==> src/rtl/rcpa_pkg.sv <==
package rcpa_pkg;

	// Sizing
	localparam int NUM_PAGES  = 16384;
	localparam int COUNT_BITS = 8;
	localparam int ADDR_W     = $clog2(NUM_PAGES);
	localparam int DEPTH_W    = $clog2(NUM_PAGES + 1);

	// Field widths
	localparam int FUNC_W     = 3;
	localparam int PAGE_W     = 14;
	localparam int OUT_CNT_W  = 8;
	localparam int STATUS_W   = 2;
	localparam int KEND_W     = 14;
	localparam int PTOP_W     = 15;
	localparam int CFG_DATA_W = 15;
	localparam int CFG_IDX_W  = 1;

	localparam logic [PTOP_W-1:0]     PTOP_RESET = PTOP_W'(16384);
	localparam logic [COUNT_BITS-1:0] CNT_MAX    = {COUNT_BITS{1'b1}};

	typedef enum logic [FUNC_W-1:0] {
		FN_INIT_FREE = 3'd0,
		FN_FREE      = 3'd1,
		FN_ALLOC     = 3'd2,
		FN_INC       = 3'd3,
		FN_DEC       = 3'd4,
		FN_QUERY     = 3'd5
	} func_t;

	typedef enum logic [STATUS_W-1:0] {
		STAT_OK    = 2'd0,
		STAT_EMPTY = 2'd1,
		STAT_BAD   = 2'd2
	} status_t;

	typedef enum logic [CFG_IDX_W-1:0] {
		REG_KERNEL_END = 1'b0,
		REG_PHYS_TOP   = 1'b1
	} cfg_reg_t;

	typedef enum logic [1:0] {
		ST_CLEAR,
		ST_IDLE,
		ST_EXEC
	} state_t;

	// Controller -> datapath
	typedef struct packed {
		logic clr_en;
		logic accept;
		logic exec;
	} ctrl_cmd_t;

	// Datapath -> controller
	typedef struct packed {
		logic clr_last;
		logic out_stall;
	} dp_status_t;

endpackage

==> src/rtl/rcpa_ctrl.sv <==
// Sequencer: clearing pass after reset, then accept / execute per request.
module rcpa_ctrl (
	input  logic                   clk,
	input  logic                   arst_n,
	input  logic                   req_valid,
	output logic                   req_ready,
	input  rcpa_pkg::dp_status_t   dp_stat,
	output rcpa_pkg::ctrl_cmd_t    cmd
);

	rcpa_pkg::state_t state_q, state_nxt;

	// State register
	always_ff @(posedge clk or negedge arst_n) begin
		if (!arst_n) begin
			state_q <= rcpa_pkg::ST_CLEAR;
		end else begin
			state_q <= state_nxt;
		end
	end

	// Next state
	always_comb begin
		state_nxt = state_q;
		unique case (state_q)
			rcpa_pkg::ST_CLEAR: begin
				if (dp_stat.clr_last) state_nxt = rcpa_pkg::ST_IDLE;
			end
			rcpa_pkg::ST_IDLE: begin
				if (req_valid) state_nxt = rcpa_pkg::ST_EXEC;
			end
			rcpa_pkg::ST_EXEC: begin
				if (!dp_stat.out_stall) state_nxt = rcpa_pkg::ST_IDLE;
			end
			default: state_nxt = rcpa_pkg::ST_IDLE;
		endcase
	end

	// Outputs
	always_comb begin
		req_ready  = 1'b0;
		cmd        = '0;
		unique case (state_q)
			rcpa_pkg::ST_CLEAR: begin
				cmd.clr_en = 1'b1;
			end
			rcpa_pkg::ST_IDLE: begin
				req_ready  = 1'b1;
				cmd.accept = req_valid;
			end
			rcpa_pkg::ST_EXEC: begin
				// commit only when the result register can take the beat
				cmd.exec = !dp_stat.out_stall;
			end
			default: ;
		endcase
	end

endmodule

==> config.mk <==
export PLATFORM = sky130hd
export DESIGN_NAME = rcpa_ctrl
export DESIGN_NICKNAME = d
export VERILOG_FILES = /design/src/rtl/rcpa_pkg.sv /design/src/rtl/rcpa_ctrl.sv
export SDC_FILE = /design/constraint.sdc
export NUM_CORES = 1
export LEC_CHECK = 0
export BUFFER_PORTS_ARGS = -buffer_cell sky130_fd_sc_hd__buf_4
export CAP_MARGIN = 20
export CORE_AREA = 2 2 39 41
export DETAILED_ROUTE_END_ITERATION = 10
export DIE_AREA = 0 0 41 43
export GPL_TIMING_DRIVEN = 0
export PLACE_DENSITY = 0.3
export SLEW_MARGIN = 10
export SYNTH_ARGS = -nofsm -noshare
export SYNTH_HDL_FRONTEND = slang
export SYNTH_SLANG_ARGS = --single-unit
==> constraint.sdc <==
create_clock -name clk -period 3.4 [get_ports clk]
set_clock_uncertainty 0.2 [all_clocks]
set_input_delay 1.02 -clock clk [delete_from_list [all_inputs] [get_ports clk]]
set_output_delay 1.02 -clock clk [all_outputs]
set_load 0.1 [all_outputs]
==> run_results.csv <==
group,metric,value,unit
layout,largest_reg_flops,2,
detailed_routing,avgRoutedWirePerCell,8.58,um
synth,yosysSeqAreaShare,46.5,%
place,place_area,199,sq um
setup_path,cp.arrival,1.62,ns
detailed_routing,first_iter_violations,7,
grt,antenna_found_initial,0,
min_path,hold_class,"in -> async",
synth,synthTopCellsByArea,"dfrtp_1 (47%), a31o_1 (8.1%), and3b_1 (8.1%), nand2b_2 (8.1%), nor2_1 (7.0%)",
synth,ys_ff_latch,2,
detailed_routing,drt-pass1-iter-count,4,
grt,overflow,0,
grt,grt_pass1_vias,115,
clocking,cts_buffer_depth,2,
floorplan,die_h,43,um
layout,regMostFlops,"state_q",
synth,syn_area,108,sq um
synth,synthArstFlopShare,100,%
clocking,cts_hold_buf,0,
run_status,status,"finished clean",
detailed_routing,via_per_inst,3.18,
floorplan,ioPinCount,9,
floorplan,core,0.00138,sq mm
synth,syn_avg_cell_area,9.78,sq um
layout,synthToLayoutAreaGrowth,106,%
detailed_routing,drt_wl_total,326,um
sta,drv_slew,0,
setup_path,cp_max_fo,3,
clocking,postCtsSetupBuffers,0,
layout,drive_above_1_share,59.1,%
sta,fmax,353,MHz
synth,synth_top_area_cell,"dfrtp_1",
synth,synth_edf_count,0,
synth,synth_common_cells,"dfrtp_1 (2), nor2_1 (2)",
clocking,cts_resized,0,
clocking,cts_sinks,2,
clocking,cts_root_buffer,"clkbuf_4",
sta,relSlewSlack,81.6,%
synth,netlist.area_leader.share,46.5,%
sta,fin_crit,2.84,ns
setup_path,start_kind,"input pin",
synth,syn-num-nets,16,
sta,worst_pin_slew,0.279,ns
layout,top_regs,"state_q x2",
clocking,clk-insertion-delay-late,0.22,ns
floorplan,dieArea,0.00176,sq mm
clocking,cts.clk_slew.worst_paths,0.03,ns
clocking,cts_tree,"done",
floorplan,rows,14,
place,place_congestion,0.547,
sta,min_period_over_period,83.4,%
setup_path,endpoint_kind,"primary output",
setup_path,crit_type,"in -> out",
sta,setup_viol,0,
setup_path,crit_required,2.18,ns
detailed_routing,drcViolationCount,0,
grt,track_usage,4.72,%
sta,finalHoldViolCount,0,
grt,grt_pass1_wl,469,um
flow_run,maxCapViolCount,0,
layout,fin_area,221,sq um
synth,synth.distinct_cells,9,
grt,grt_max_degree,8,
clocking,htree_levels,1,
place,port-buffer-count,8,
synth,yosys_most_used_dff,"dfrtp_1",
sta,setup_tns,0,ns
synth,yosys_warnings,0,
sta,rsz0062_at_grt,"false",
detailed_routing,antenna_left,0,
synth,synth_cells,11,
clocking,cts_buffers,3,
layout,finalNetCount,29,
layout,antenna_cells,0,
floorplan,initial_core_util,7.78,%
floorplan,die_w,41,um
detailed_routing,via_count,121,
==> routing by layer <==
layer	share of wire (%)	global-route usage (%)
met5	0	0
met4	0	6.00
met3	21	4.71
met2	30	4.06
met1	49	5.16
==> final cells by class <==
cell class / count / area, sq um
Timing Repair Buffer: 8 / 60.1
Multi-Input combinational cell: 8 / 65.1
Sequential cell: 2 / 50.0
Fill cell: 153 / 1160
Clock buffer: 3 / 22.5
Inverter: 1 / 3.75
Tap cell: 16 / 20.0
==> path summary, 6_finish.rpt <==
kind                             from    endpoint  slack (ns)  cells after the start
min in group clk           state_q[1]  state_q[1]        0.43                      1
hold / removal                 arst_n  state_q[0]        0.37                      1
setup reg to reg           state_q[0]  state_q[1]        2.23                      2
hold reg to reg            state_q[1]  state_q[1]        0.43                      1
max in group asynchronous      arst_n  state_q[1]        2.54                      1
setup / recovery           dp_stat[0]      cmd[0]        0.56                      3
==> cells by family after synthesis <==
kind of cell	after synthesis	synth area share, %
flip-flops	2	46.5
buffers and inverters	1	3.49
AND/OR/NAND/NOR	6	36.1
AO/OA/AOI/OAI	2	14.0
==> layout by cell type, fill, tap and decap left out, drive strengths merged <==
| cell | count |
|---|---|
| and3b | 1 |
| nor3b | 1 |
| a31o | 1 |
| dfrtp | 2 |
| inv | 1 |
| clkbuf | 3 |
| nand2b | 2 |
| buf | 8 |
| a31oi | 1 |
| nor2 | 2 |
==> per-stage QoR <==
| stage | instances | util, % | hold WS (ns) | worst slack (ns) |
|---|---|---|---|---|
| after detailed placement | 35 | 14.4 | 0.420 | 0.563 |
| final | 38 | 16.0 | 0.370 | 0.564 |
| after global placement | 35 | 14.4 | 0.409 | 0.572 |
| after floorplan | 11 | - | 0.371 | 0.337 |
| after global routing | 38 | 16.0 | 0.354 | 0.547 |
| after CTS | 38 | 16.0 | 0.360 | 0.562 |
==> critical path: stages <==
cell and delay, ns:
buf_4 0.13, nor3b_4 0.16, buf_4 0.31
Power is left out: the tool's default activity adds up to more than one toggle a clock period on the data nets, which glitch-free logic cannot reach.
